===== src/hlm_pkg.sv =====
`timescale 1ns / 1ps
`default_nettype none
package hlm_pkg;

  localparam int MAX_SOURCES    = 16;
  localparam int LEVEL_MAX      = 255;
  localparam int SOURCE_ID_BITS = 8;

  localparam int IDX_W = $clog2(MAX_SOURCES);
  localparam int CNT_W = IDX_W + 1;
  localparam int KEY_W = 16;
  localparam int LVL_W = 8;

  localparam logic [KEY_W-1:0] FRONT_KEY_RST = 16'h7FFF;
  localparam logic [KEY_W-1:0] BACK_KEY_RST  = 16'h8000;

  localparam int APB_ADDR_W = 4;
  localparam int APB_DATA_W = 32;

  localparam logic [1:0] KIND_REGISTER   = 2'd0;
  localparam logic [1:0] KIND_SET_LEVEL  = 2'd1;
  localparam logic [1:0] KIND_UNREGISTER = 2'd2;

  localparam logic [1:0] TYPE_CROSSFADER = 2'd1;
  localparam logic [1:0] TYPE_EDITOR     = 2'd2;

  localparam logic [1:0] STATUS_OK        = 2'd0;
  localparam logic [1:0] STATUS_DUPLICATE = 2'd1;
  localparam logic [1:0] STATUS_FULL      = 2'd2;
  localparam logic [1:0] STATUS_UNKNOWN   = 2'd3;

  localparam logic [1:0] REG_MERGE_MODE    = 2'd0;
  localparam logic [1:0] REG_DEFAULT_LEVEL = 2'd1;
  localparam logic [1:0] REG_BYPASS_MASTER = 2'd2;

  typedef struct packed {
    logic [1:0] kind;
    logic [7:0] source_id;
    logic [1:0] source_type;
    logic [7:0] level;
    logic [7:0] master_level;
  } item_t;

  typedef struct packed {
    logic [7:0] merged_level;
    logic [7:0] output_level;
    logic       active_valid;
    logic [7:0] active_source;
    logic       override_active;
    logic [1:0] status;
  } result_t;

  typedef struct packed {
    logic       merge_mode;
    logic [7:0] default_level;
    logic       bypass_master;
  } cfg_t;

  typedef struct packed {
    logic [SOURCE_ID_BITS-1:0] src;
    logic [LVL_W-1:0]          lvl;
    logic [KEY_W-1:0]          key;
  } entry_t;

  localparam int ENTRY_W = $bits(entry_t);

  typedef struct packed {
    logic [LVL_W-1:0] level;
    logic [7:0]       master;
    logic             bypass;
  } scale_req_t;

  typedef struct packed {
    logic [7:0] merged_level;
    logic       active_valid;
    logic [7:0] active_source;
    logic       override_active;
    logic [1:0] status;
  } core_stat_t;

  typedef enum logic [1:0] {
    ST_IDLE,
    ST_SCAN,
    ST_APPLY,
    ST_SCALE
  } st_e;

endpackage
`default_nettype wire


===== src/hlm_ram.sv =====
`timescale 1ns / 1ps
`default_nettype none
module hlm_ram #(
  parameter int WIDTH = 32,
  parameter int DEPTH = 16
) (
  input  wire logic                     clk_i,
  input  wire logic                     we_i,
  input  wire logic [$clog2(DEPTH)-1:0] waddr_i,
  input  wire logic [WIDTH-1:0]         wdata_i,
  input  wire logic                     re_i,
  input  wire logic [$clog2(DEPTH)-1:0] raddr_i,
  output logic      [WIDTH-1:0]         rdata_o
);

  logic [WIDTH-1:0] mem [DEPTH];

  always_ff @(posedge clk_i) begin
    if (we_i) begin
      mem[waddr_i] <= wdata_i;
    end
    if (re_i) begin
      rdata_o <= mem[raddr_i];
    end
  end

endmodule
`default_nettype wire


===== src/hlm_cfg.sv =====
`timescale 1ns / 1ps
`default_nettype none
module hlm_cfg (
  input  wire logic                             clk_i,
  input  wire logic                             rst_ni,
  input  wire logic                             psel,
  input  wire logic                             penable,
  input  wire logic                             pwrite,
  input  wire logic [hlm_pkg::APB_ADDR_W-1:0]   paddr,
  input  wire logic [hlm_pkg::APB_DATA_W-1:0]   pwdata,
  output logic      [hlm_pkg::APB_DATA_W-1:0]   prdata,
  output logic                                  pready,
  output hlm_pkg::cfg_t                         cfg_o
);
  import hlm_pkg::*;

  logic       merge_mode_q, merge_mode_d;
  logic [7:0] default_level_q, default_level_d;
  logic       bypass_master_q, bypass_master_d;
  logic [1:0] reg_idx;
  logic       wr_en;

  assign reg_idx = paddr[APB_ADDR_W-1:2];
  assign wr_en   = psel && penable && pwrite;
  assign pready  = 1'b1;

  always_comb begin
    merge_mode_d    = merge_mode_q;
    default_level_d = default_level_q;
    bypass_master_d = bypass_master_q;
    if (wr_en) begin
      case (reg_idx)
        REG_MERGE_MODE:    merge_mode_d    = pwdata[0];
        REG_DEFAULT_LEVEL: default_level_d = pwdata[7:0];
        REG_BYPASS_MASTER: bypass_master_d = pwdata[0];
        default: ;
      endcase
    end
  end

  always_ff @(posedge clk_i or negedge rst_ni) begin
    if (!rst_ni) begin
      merge_mode_q    <= 1'b0;
      default_level_q <= 8'd0;
      bypass_master_q <= 1'b0;
    end else begin
      merge_mode_q    <= merge_mode_d;
      default_level_q <= default_level_d;
      bypass_master_q <= bypass_master_d;
    end
  end

  always_comb begin
    case (reg_idx)
      REG_MERGE_MODE:    prdata = APB_DATA_W'(merge_mode_q);
      REG_DEFAULT_LEVEL: prdata = APB_DATA_W'(default_level_q);
      REG_BYPASS_MASTER: prdata = APB_DATA_W'(bypass_master_q);
      default:           prdata = '0;
    endcase
  end

  assign cfg_o.merge_mode    = merge_mode_q;
  assign cfg_o.default_level = default_level_q;
  assign cfg_o.bypass_master = bypass_master_q;

endmodule
`default_nettype wire


===== src/hlm_scale.sv =====
`timescale 1ns / 1ps
`default_nettype none
module hlm_scale (
  input  wire logic                clk_i,
  input  wire logic                rst_ni,
  input  wire logic                go_i,
  input  wire hlm_pkg::scale_req_t req_i,
  output logic                     done_o,
  output logic [7:0]               level_o
);
  import hlm_pkg::*;

  localparam logic [16:0] Recip = 17'((32'd1 << 16) / LEVEL_MAX);

  logic        s1_vld_q, s2_vld_q, done_q;
  logic [15:0] prod1_q, prod2_q;
  logic [7:0]  lvl1_q, lvl2_q;
  logic        byp1_q, byp2_q;
  logic [15:0] quot_q;
  logic [7:0]  out_q;

  logic [32:0] recip_prod;
  logic [15:0] quot_est;
  logic [31:0] back_prod;
  logic [31:0] rem;
  logic [16:0] quot_fix;
  logic [7:0]  out_d;

  assign recip_prod = 33'(prod1_q) * 33'(Recip);
  assign quot_est   = recip_prod[31:16];

  assign back_prod = 32'(quot_q) * 32'(LEVEL_MAX);
  assign rem       = 32'(prod2_q) - back_prod;
  assign quot_fix  = 17'(quot_q) + 17'(rem >= 32'(LEVEL_MAX));

  always_comb begin
    if (byp2_q) begin
      out_d = lvl2_q;
    end else if (quot_fix > 17'd255) begin
      out_d = 8'hFF;
    end else begin
      out_d = quot_fix[7:0];
    end
  end

  always_ff @(posedge clk_i or negedge rst_ni) begin
    if (!rst_ni) begin
      s1_vld_q <= 1'b0;
      s2_vld_q <= 1'b0;
      done_q   <= 1'b0;
    end else begin
      s1_vld_q <= go_i;
      s2_vld_q <= s1_vld_q;
      done_q   <= s2_vld_q;
    end
  end

  always_ff @(posedge clk_i) begin
    prod1_q <= 16'(req_i.level) * 16'(req_i.master);
    lvl1_q  <= 8'(req_i.level);
    byp1_q  <= req_i.bypass;
    quot_q  <= quot_est;
    prod2_q <= prod1_q;
    lvl2_q  <= lvl1_q;
    byp2_q  <= byp1_q;
    out_q   <= out_d;
  end

  assign done_o  = done_q;
  assign level_o = out_q;

endmodule
`default_nettype wire


===== src/hlm_core.sv =====
`timescale 1ns / 1ps
`default_nettype none
module hlm_core (
  input  wire logic                        clk_i,
  input  wire logic                        rst_ni,
  input  wire logic                        start_i,
  input  wire hlm_pkg::item_t              item_i,
  input  wire hlm_pkg::cfg_t               cfg_i,
  output logic                             busy_o,
  output logic                             ram_re_o,
  output logic [hlm_pkg::IDX_W-1:0]        ram_raddr_o,
  input  wire hlm_pkg::entry_t             ram_rdata_i,
  output logic                             ram_we_o,
  output logic [hlm_pkg::IDX_W-1:0]        ram_waddr_o,
  output hlm_pkg::entry_t                  ram_wdata_o,
  output logic                             scale_go_o,
  output hlm_pkg::scale_req_t              scale_req_o,
  input  wire logic                        scale_done_i,
  output hlm_pkg::core_stat_t              stat_o
);
  import hlm_pkg::*;

  localparam int SID_W = SOURCE_ID_BITS;

  st_e state_q, state_d;

  item_t                item_q;
  logic [CNT_W-1:0]     cnt_q, cnt_d;
  logic [MAX_SOURCES-1:0] valid_q, valid_d;
  logic [KEY_W-1:0]     front_key_q, front_key_d;
  logic [KEY_W-1:0]     back_key_q, back_key_d;
  logic                 ovr_vld_q, ovr_vld_d;
  logic [SID_W-1:0]     ovr_src_q, ovr_src_d;
  logic                 act_vld_q, act_vld_d;
  logic [SID_W-1:0]     act_src_q, act_src_d;
  logic [LVL_W-1:0]     cur_lvl_q, cur_lvl_d;
  logic [1:0]           status_q, status_d;
  logic                 found_q, found_d;
  logic                 best_vld_q, best_vld_d;
  logic                 free_any_q;
  logic [IDX_W-1:0]     free_idx_q;
  logic [IDX_W-1:0]     match_idx_q, match_idx_d;
  logic [KEY_W-1:0]     match_key_q, match_key_d;
  logic [LVL_W-1:0]     best_lvl_q, best_lvl_d;
  logic [KEY_W-1:0]     best_key_q, best_key_d;
  logic [SID_W-1:0]     best_src_q, best_src_d;

  logic                 free_any;
  logic [IDX_W-1:0]     free_idx;
  logic [SID_W-1:0]     item_id;
  logic [KEY_W-1:0]     new_key;
  logic [IDX_W-1:0]     scan_idx;
  logic                 accept;
  logic                 ram_we;
  logic [IDX_W-1:0]     ram_waddr;
  entry_t               ram_wdata;

  assign accept   = (state_q == ST_IDLE) && start_i;
  assign item_id  = SID_W'(item_q.source_id);
  assign new_key  = (item_q.source_type == TYPE_CROSSFADER) ? front_key_q : back_key_q;
  assign scan_idx = IDX_W'(cnt_q - CNT_W'(1));

  always_comb begin
    free_any = 1'b0;
    free_idx = '0;
    for (int i = MAX_SOURCES - 1; i >= 0; i--) begin
      if (!valid_q[i]) begin
        free_any = 1'b1;
        free_idx = IDX_W'(i);
      end
    end
  end

  always_comb begin
    logic             ins;
    logic             hit;
    logic             c_vld;
    logic [LVL_W-1:0] c_lvl;
    logic [KEY_W-1:0] c_key;
    logic [SID_W-1:0] c_src;
    logic             ltp;
    logic             is_ovr;
    logic             ovr_after;

    ins       = 1'b0;
    hit       = 1'b0;
    c_vld     = 1'b0;
    c_lvl     = '0;
    c_key     = '0;
    c_src     = '0;
    ltp       = cfg_i.merge_mode;
    is_ovr    = ovr_vld_q && (ovr_src_q == item_id);
    ovr_after = ovr_vld_q;

    cnt_d       = cnt_q;
    valid_d     = valid_q;
    front_key_d = front_key_q;
    back_key_d  = back_key_q;
    ovr_vld_d   = ovr_vld_q;
    ovr_src_d   = ovr_src_q;
    act_vld_d   = act_vld_q;
    act_src_d   = act_src_q;
    cur_lvl_d   = cur_lvl_q;
    status_d    = status_q;
    found_d     = found_q;
    best_vld_d  = best_vld_q;
    match_idx_d = match_idx_q;
    match_key_d = match_key_q;
    best_lvl_d  = best_lvl_q;
    best_key_d  = best_key_q;
    best_src_d  = best_src_q;
    ram_we      = 1'b0;
    ram_waddr   = '0;
    ram_wdata   = '0;

    case (state_q)
      ST_IDLE: begin
        if (start_i) begin
          cnt_d      = '0;
          found_d    = 1'b0;
          best_vld_d = 1'b0;
          status_d   = STATUS_OK;
        end
      end
      ST_SCAN: begin
        cnt_d = cnt_q + CNT_W'(1);
        if (cnt_q != '0) begin
          ins = (item_q.kind == KIND_REGISTER) && (item_q.source_type != TYPE_EDITOR) &&
                !ltp && free_any_q && (scan_idx == free_idx_q);
          hit = valid_q[scan_idx] && (ram_rdata_i.src == item_id);
          if (ins) begin
            c_vld = 1'b1;
            c_lvl = item_q.level;
            c_key = new_key;
            c_src = item_id;
          end else if (valid_q[scan_idx]) begin
            c_src = ram_rdata_i.src;
            c_key = ram_rdata_i.key;
            c_lvl = (item_q.kind == KIND_SET_LEVEL && hit) ? item_q.level : ram_rdata_i.lvl;
            c_vld = !(item_q.kind == KIND_UNREGISTER && hit);
          end
          if (hit) begin
            found_d     = 1'b1;
            match_idx_d = scan_idx;
            match_key_d = ram_rdata_i.key;
          end
          if (c_vld && (!best_vld_q || c_lvl > best_lvl_q ||
                        (c_lvl == best_lvl_q && c_key < best_key_q))) begin
            best_vld_d = 1'b1;
            best_lvl_d = c_lvl;
            best_key_d = c_key;
            best_src_d = c_src;
          end
        end
      end
      ST_APPLY: begin
        case (item_q.kind)
          KIND_REGISTER: begin
            if (found_q) begin
              status_d = STATUS_DUPLICATE;
            end else if (item_q.source_type == TYPE_EDITOR) begin
              ovr_vld_d = 1'b1;
              ovr_src_d = item_id;
              act_vld_d = 1'b1;
              act_src_d = item_id;
              cur_lvl_d = item_q.level;
            end else if (ltp) begin
              if (!ovr_vld_q) begin
                cur_lvl_d = item_q.level;
              end
            end else if (!free_any_q) begin
              status_d = STATUS_FULL;
            end else begin
              valid_d[free_idx_q] = 1'b1;
              ram_we    = 1'b1;
              ram_waddr = free_idx_q;
              ram_wdata = '{src: item_id, lvl: item_q.level, key: new_key};
              if (item_q.source_type == TYPE_CROSSFADER) begin
                front_key_d = front_key_q - KEY_W'(1);
              end else begin
                back_key_d = back_key_q + KEY_W'(1);
              end
              if (best_vld_q && !ovr_vld_q) begin
                act_vld_d = 1'b1;
                act_src_d = best_src_q;
                cur_lvl_d = best_lvl_q;
              end
            end
          end
          KIND_SET_LEVEL: begin
            if (is_ovr) begin
              cur_lvl_d = item_q.level;
            end else if (ltp && !ovr_vld_q) begin
              cur_lvl_d = item_q.level;
            end else begin
              if (found_q) begin
                ram_we    = 1'b1;
                ram_waddr = match_idx_q;
                ram_wdata = '{src: item_id, lvl: item_q.level, key: match_key_q};
              end else begin
                status_d = STATUS_UNKNOWN;
              end
              if (best_vld_q && !ovr_vld_q) begin
                act_vld_d = 1'b1;
                act_src_d = best_src_q;
                cur_lvl_d = best_lvl_q;
              end
            end
          end
          KIND_UNREGISTER: begin
            if (is_ovr) begin
              ovr_vld_d = 1'b0;
              act_vld_d = 1'b0;
              act_src_d = '0;
              ovr_after = 1'b0;
            end
            if (!ltp) begin
              if (found_q) begin
                valid_d[match_idx_q] = 1'b0;
              end else if (!is_ovr) begin
                status_d = STATUS_UNKNOWN;
              end
              if (!ovr_after) begin
                if (best_vld_q) begin
                  act_vld_d = 1'b1;
                  act_src_d = best_src_q;
                  cur_lvl_d = best_lvl_q;
                end else begin
                  act_vld_d = 1'b0;
                  act_src_d = '0;
                  cur_lvl_d = cfg_i.default_level;
                end
              end
            end
          end
          default: ;
        endcase
      end
      default: ;
    endcase
  end

  always_comb begin
    state_d = state_q;
    case (state_q)
      ST_IDLE: begin
        if (start_i) begin
          state_d = ST_SCAN;
        end
      end
      ST_SCAN: begin
        if (cnt_q == CNT_W'(MAX_SOURCES)) begin
          state_d = ST_APPLY;
        end
      end
      ST_APPLY: state_d = ST_SCALE;
      ST_SCALE: begin
        if (scale_done_i) begin
          state_d = ST_IDLE;
        end
      end
      default: state_d = ST_IDLE;
    endcase
  end

  always_comb begin
    busy_o      = 1'b1;
    ram_re_o    = 1'b0;
    scale_go_o  = 1'b0;
    case (state_q)
      ST_IDLE:  busy_o     = 1'b0;
      ST_SCAN:  ram_re_o   = (cnt_q < CNT_W'(MAX_SOURCES));
      ST_APPLY: scale_go_o = 1'b1;
      default: ;
    endcase
  end

  assign ram_raddr_o = cnt_q[IDX_W-1:0];
  assign ram_we_o    = ram_we;
  assign ram_waddr_o = ram_waddr;
  assign ram_wdata_o = ram_wdata;

  assign scale_req_o.level  = cur_lvl_d;
  assign scale_req_o.master = item_q.master_level;
  assign scale_req_o.bypass = cfg_i.bypass_master;

  assign stat_o.merged_level    = cur_lvl_q;
  assign stat_o.active_valid    = act_vld_q;
  assign stat_o.active_source   = act_vld_q ? 8'(act_src_q) : 8'd0;
  assign stat_o.override_active = ovr_vld_q;
  assign stat_o.status          = status_q;

  always_ff @(posedge clk_i or negedge rst_ni) begin
    if (!rst_ni) begin
      state_q     <= ST_IDLE;
      cnt_q       <= '0;
      valid_q     <= '0;
      front_key_q <= FRONT_KEY_RST;
      back_key_q  <= BACK_KEY_RST;
      ovr_vld_q   <= 1'b0;
      ovr_src_q   <= '0;
      act_vld_q   <= 1'b0;
      act_src_q   <= '0;
      cur_lvl_q   <= '0;
      status_q    <= STATUS_OK;
      found_q     <= 1'b0;
      best_vld_q  <= 1'b0;
    end else begin
      state_q     <= state_d;
      cnt_q       <= cnt_d;
      valid_q     <= valid_d;
      front_key_q <= front_key_d;
      back_key_q  <= back_key_d;
      ovr_vld_q   <= ovr_vld_d;
      ovr_src_q   <= ovr_src_d;
      act_vld_q   <= act_vld_d;
      act_src_q   <= act_src_d;
      cur_lvl_q   <= cur_lvl_d;
      status_q    <= status_d;
      found_q     <= found_d;
      best_vld_q  <= best_vld_d;
    end
  end

  always_ff @(posedge clk_i) begin
    if (accept) begin
      item_q     <= item_i;
      free_any_q <= free_any;
      free_idx_q <= free_idx;
    end
    match_idx_q <= match_idx_d;
    match_key_q <= match_key_d;
    best_lvl_q  <= best_lvl_d;
    best_key_q  <= best_key_d;
    best_src_q  <= best_src_d;
  end

endmodule
`default_nettype wire


===== src/htp_ltp_channel_merge.sv =====
`timescale 1ns / 1ps
`default_nettype none
// Channel merge for one lighting channel: each accepted command (start high while busy is low)
// registers, updates or unregisters a source and yields exactly one result, shown on result_o
// for the single cycle in which done_o is high; the receiver cannot stall, so capture it then.
// After acceptance, a command scans the source table through the single read port of its
// memory, one entry a cycle, then writes back in the apply state and passes a three-stage grand
// master scaler before the result is strobed; busy stays high until the scaler is done.
// Table valid bits are flip-flops cleared by reset, so no clearing pass is needed.
// Write configuration only while busy is low and no result is pending.
module htp_ltp_channel_merge (
  input  wire logic                             clk_i,
  input  wire logic                             rst_ni,
  input  wire logic                             start,
  output logic                                  busy,
  input  wire hlm_pkg::item_t                   item_i,
  output logic                                  done_o,
  output hlm_pkg::result_t                      result_o,
  input  wire logic                             psel,
  input  wire logic                             penable,
  input  wire logic                             pwrite,
  input  wire logic [hlm_pkg::APB_ADDR_W-1:0]   paddr,
  input  wire logic [hlm_pkg::APB_DATA_W-1:0]   pwdata,
  output logic      [hlm_pkg::APB_DATA_W-1:0]   prdata,
  output logic                                  pready
);
  import hlm_pkg::*;

  cfg_t               cfg;
  logic               ram_re, ram_we;
  logic [IDX_W-1:0]   ram_raddr, ram_waddr;
  entry_t             ram_wdata;
  logic [ENTRY_W-1:0] ram_rdata;
  logic               scale_go, scale_done;
  scale_req_t         scale_req;
  logic [7:0]         scale_level;
  core_stat_t         stat;

  hlm_cfg u_cfg (
    .clk_i   (clk_i),
    .rst_ni  (rst_ni),
    .psel    (psel),
    .penable (penable),
    .pwrite  (pwrite),
    .paddr   (paddr),
    .pwdata  (pwdata),
    .prdata  (prdata),
    .pready  (pready),
    .cfg_o   (cfg)
  );

  hlm_ram #(
    .WIDTH (ENTRY_W),
    .DEPTH (MAX_SOURCES)
  ) u_table (
    .clk_i   (clk_i),
    .we_i    (ram_we),
    .waddr_i (ram_waddr),
    .wdata_i (ram_wdata),
    .re_i    (ram_re),
    .raddr_i (ram_raddr),
    .rdata_o (ram_rdata)
  );

  hlm_core u_core (
    .clk_i        (clk_i),
    .rst_ni       (rst_ni),
    .start_i      (start),
    .item_i       (item_i),
    .cfg_i        (cfg),
    .busy_o       (busy),
    .ram_re_o     (ram_re),
    .ram_raddr_o  (ram_raddr),
    .ram_rdata_i  (entry_t'(ram_rdata)),
    .ram_we_o     (ram_we),
    .ram_waddr_o  (ram_waddr),
    .ram_wdata_o  (ram_wdata),
    .scale_go_o   (scale_go),
    .scale_req_o  (scale_req),
    .scale_done_i (scale_done),
    .stat_o       (stat)
  );

  hlm_scale u_scale (
    .clk_i   (clk_i),
    .rst_ni  (rst_ni),
    .go_i    (scale_go),
    .req_i   (scale_req),
    .done_o  (scale_done),
    .level_o (scale_level)
  );

  assign done_o                   = scale_done;
  assign result_o.merged_level    = stat.merged_level;
  assign result_o.output_level    = scale_level;
  assign result_o.active_valid    = stat.active_valid;
  assign result_o.active_source   = stat.active_source;
  assign result_o.override_active = stat.override_active;
  assign result_o.status          = stat.status;

endmodule
`default_nettype wire


===== config.mk =====
export PLATFORM = sky130hd
export DESIGN_NAME = htp_ltp_channel_merge
export DESIGN_NICKNAME = d
export VERILOG_FILES = /design/src/hlm_pkg.sv /design/src/hlm_ram.sv /design/src/hlm_cfg.sv /design/src/hlm_scale.sv /design/src/hlm_core.sv /design/src/htp_ltp_channel_merge.sv
export SDC_FILE = /design/constraint.sdc
export NUM_CORES = 1
export LEC_CHECK = 0
export BUFFER_PORTS_ARGS = -buffer_cell sky130_fd_sc_hd__buf_4
export CAP_MARGIN = 20
export CORE_MARGIN = 5
export CORE_UTILIZATION = 40
export CTS_CLUSTER_SIZE = 8
export DETAILED_ROUTE_END_ITERATION = 10
export GPL_ROUTABILITY_DRIVEN = 0
export PLACE_DENSITY_LB_ADDON = 0.1
export SLEW_MARGIN = 20
export SYNTH_ARGS = -nofsm -noshare
export SYNTH_HDL_FRONTEND = slang
export SYNTH_SLANG_ARGS = --single-unit

===== constraint.sdc =====
create_clock -name clk_i -period 16.43 [get_ports clk_i]
set_input_delay 0.8215 -clock clk_i [delete_from_list [all_inputs] [get_ports clk_i]]
set_output_delay 0.8215 -clock clk_i [all_outputs]
set_load 0.02 [all_outputs]

==> flow_summary.ini <==
[status]
status = complete, no violations

[place]
port_buffers = 81
place_ws_ps = 8860
hpwl_um = 58400

[route]
drc_errors = 0
vias_per_cell = 5.44
wl_um = 96400
drtAntennaViolNets = 0
drt_iter0_drc = 1697
drtPass1Iterations = 5
via_count = 21583
wl_per_cell_um = 24.3

[sta]
max_freq_ghz = 0.133
slew_violations = 0
hold_viol_final = 0
fin_skew_ps = 52.5
fin_ws_ps = 8900
tns_ps = 0
rsz0062_at_grt = false
finalCritPeriodShare_pct = 45.8
period_minus_slack_ps = 7530
tightest_slew_ps = 1040
max-slew-margin-rel_pct = 30.7
setup_viol = 0

[logic_synthesis]
synth_top_area_cell = edfxtp_1
postSynthCellCount = 2520
yosysMostFrequentCell = edfxtp_1
synthArstFlopShare_pct = 12.3
synth_flop_cell = edfxtp_1
yosys_warnings = 0
ys_ff_latch = 794
synth_area_leaders = edfxtp_1 51%, mux4_2 9.9%, dfrtp_1 5.5%
syn_area_um2 = 37400
synth.top_cells.by_count = 629 x edfxtp_1, 199 x inv_1, 164 x mux4_2
synth_edf_count = 629
syn_area_per_cell_um2 = 14.8
synth_top_area_share_pct = 50.5
ys_seq_area_share_pct = 60.7
synth_cell_types = 73

[clock_tree]
clock_sinks = 794
cts_max_path_buffers = 3
cts_setup_buffers = 0
cts_hold_buf = 0
cts_tree = built
clock-root-buffer = clkbuf_16
clk_latency_ps = 690
cts.repair.resized = 0
clk_pin_slew_worst_paths_ps = 60
cts_buffers = 110
htreeDepth = 3

[global_route]
grt_max_degree = 96
grt_usage_pct = 19.3
grt.overflow.total = 0
grt_first_pass_wirelength_um = 144000
first_global_vias = 22607
antenna_found_initial = 2

[layout]
synthToLayoutAreaGrowth_pct = 14.2
drive_above_1_share_pct = 18.0
final_nets = 2947
num_antenna_cells = 0

[setup_path]
worstPathArrival_ps = 8060
startpoint_type = flop
worstSetupEndpointType = flop
worst_path_max_delay_cell = fa_1
cp.required_ps = 16960
crit_type = flop to flop
crit_path_frequent_cell = inv_1
critPathMaxFanout = 8
cp_slowest_stage_delay_ps = 630
r2r_slack_ps = 8900

[floorplan]
initial_utilization_pct = 40.2
die_area_um2 = 99700
core_region_area_um2 = 93000
dieWidth_um = 316
die-height_um = 316
num_rows = 112
ios = 133

[power]
ir_worst_vdd_v = 0.0000807
swShare_pct = 20.8
p_switching_mw = 0.904
power.share.clock_pct = 48.1
p_int_mw = 3.44
p_per_area_nw_per_um2 = 102
pwr-share-comb_pct = 2.0
p_leak_nw = 14.3
pwr-share-seq_pct = 49.9

[flow_run]
maxCapViolations = 0

[min_path]
worstHoldPathType = primary input to async pin
==> worst max-delay path, delay by kind of cell, from the launching register on <==
kind	cells	cell delay, ps
simple gates	6	900
fa+ha+maj	8	3420
flops	1	500
xor+xnor	2	200
compound gates	8	1640
buf+inv	6	720
==> per-layer routing <==
metal | part of all wire (%) | global-route usage [%] | up-vias
met3 | 4.6 | 2.82 | 123
li1 | - | - | 9635
met4 | 1.8 | 4.67 | 0
met2 | 47 | 31.1 | 564
met5 | 0 | 0 | -
met1 | 46 | 28.0 | 11261
==> state kept, by name, summed over array words and instances (netlist names), 9 cells and up <==
| name | cells |
|---|---|
| u_core.back_key_q | 16 |
| u_core.best_key_q | 16 |
| u_core.front_key_q | 16 |
| u_core.item_q | 12 |
| u_core.match_key_q | 16 |
| u_core.valid_q | 16 |
| u_scale.prod1_q | 16 |
| u_scale.prod2_q | 16 |
| u_scale.quot_q | 9 |
| u_table.mem | 512 |
| u_table.rdata_o | 32 |
==> metrics by stage <==
step	util (%)	std cells	cell area (um^2)	hold slack [ps]	power [mW]
floorplan	-	2543	37500	310	2.25
global placement	42.5	3794	39500	314	2.29
detailed placement	42.5	3794	39500	316	2.29
CTS	45.9	3969	42700	194	4.40
global route	45.9	3969	42700	219	4.49
finish	45.9	3969	42700	194	4.35
==> cells in the final DEF (no fill, tap or decap), types with 8 or more instances in the layout <==
master / count
nor2b_1: 21
edfxtp_1: 629
o21ai_0: 106
o211ai_1: 14
buf_4: 118
a21o_1: 11
ha_1: 153
and3_1: 11
dfstp_2: 16
fa_1: 72
o21a_1: 13
nor3_1: 23
clkbuf_16: 111
dfxtp_1: 67
nand4_1: 20
a221o_1: 8
conb_1: 25
clkbuf_1: 53
nand3_1: 71
mux2i_1: 52
a21oi_1: 67
nand2_1: 135
mux4_2: 164
and2_1: 65
nand2b_1: 11
a22o_1: 16
inv_1: 199
xor2_1: 34
nor2_4: 16
mux2_2: 24
o22ai_1: 14
dfrtp_1: 79
a311oi_1: 8
nor2_1: 96
a2bb2oi_1: 14
a31oi_1: 11
xnor2_1: 61
==> layout make-up <==
type	count	area, um^2
clock buffers	167	3020
well taps	1254	1570
clock inverters	8	163
multi-input cells	1426	13600
inverters	201	754
flip-flops and latches	794	22700
repair buffers	119	906
fillers	8283	50300
==> logic make-up after synthesis <==
logic type               count (synthesis)  synth area share, %
AND/OR/NAND/NOR                        505                 6.60
XOR/XNOR                                95                 2.23
flip-flops                             794                 60.7
multiplexers                           240                 12.0
other                                    2               0.0201
adder cells (fa/ha/maj)                225                 8.98
AO/OA/AOI/OAI                          336                 5.88
buffers and inverters                  323                 3.58
==> power by group through the flow <==
| stage | Clock, mW | Combinational, mW | Sequential [mW] |
|---|---|---|---|
| after floorplan | 0 | 0.0467 | 2.21 |
| after global placement | 0 | 0.0863 | 2.21 |
| after detailed placement | 0 | 0.0871 | 2.21 |
| after CTS | 2.15 | 0.0876 | 2.17 |
| after global routing | 2.23 | 0.0936 | 2.17 |
| final | 2.09 | 0.0867 | 2.17 |
==> final timing paths <==
check	cells past startpoint	endpoint	startpoint
worst max-delay path	30	u_scale.level_o[5]$_DFF_P_	u_scale.quot_q[4]$_DFF_P_
min in group clk_i	1	u_core.item_id[5]$_DFFE_PP_	item_i[23]
max in group asynchronous	2	u_core.back_key_q[14]$_DFFE_PN0P_	rst_ni
worst max register to register	30	u_scale.level_o[5]$_DFF_P_	u_scale.quot_q[4]$_DFF_P_
worst min register to register	0	u_scale.lvl2_q[3]$_DFF_P_	u_scale.lvl1_q[3]$_DFF_P_
worst min-delay path	1	u_core.ovr_src_q[3]$_DFFE_PN0P_	rst_ni
Power figures use the tool's default switching activity.
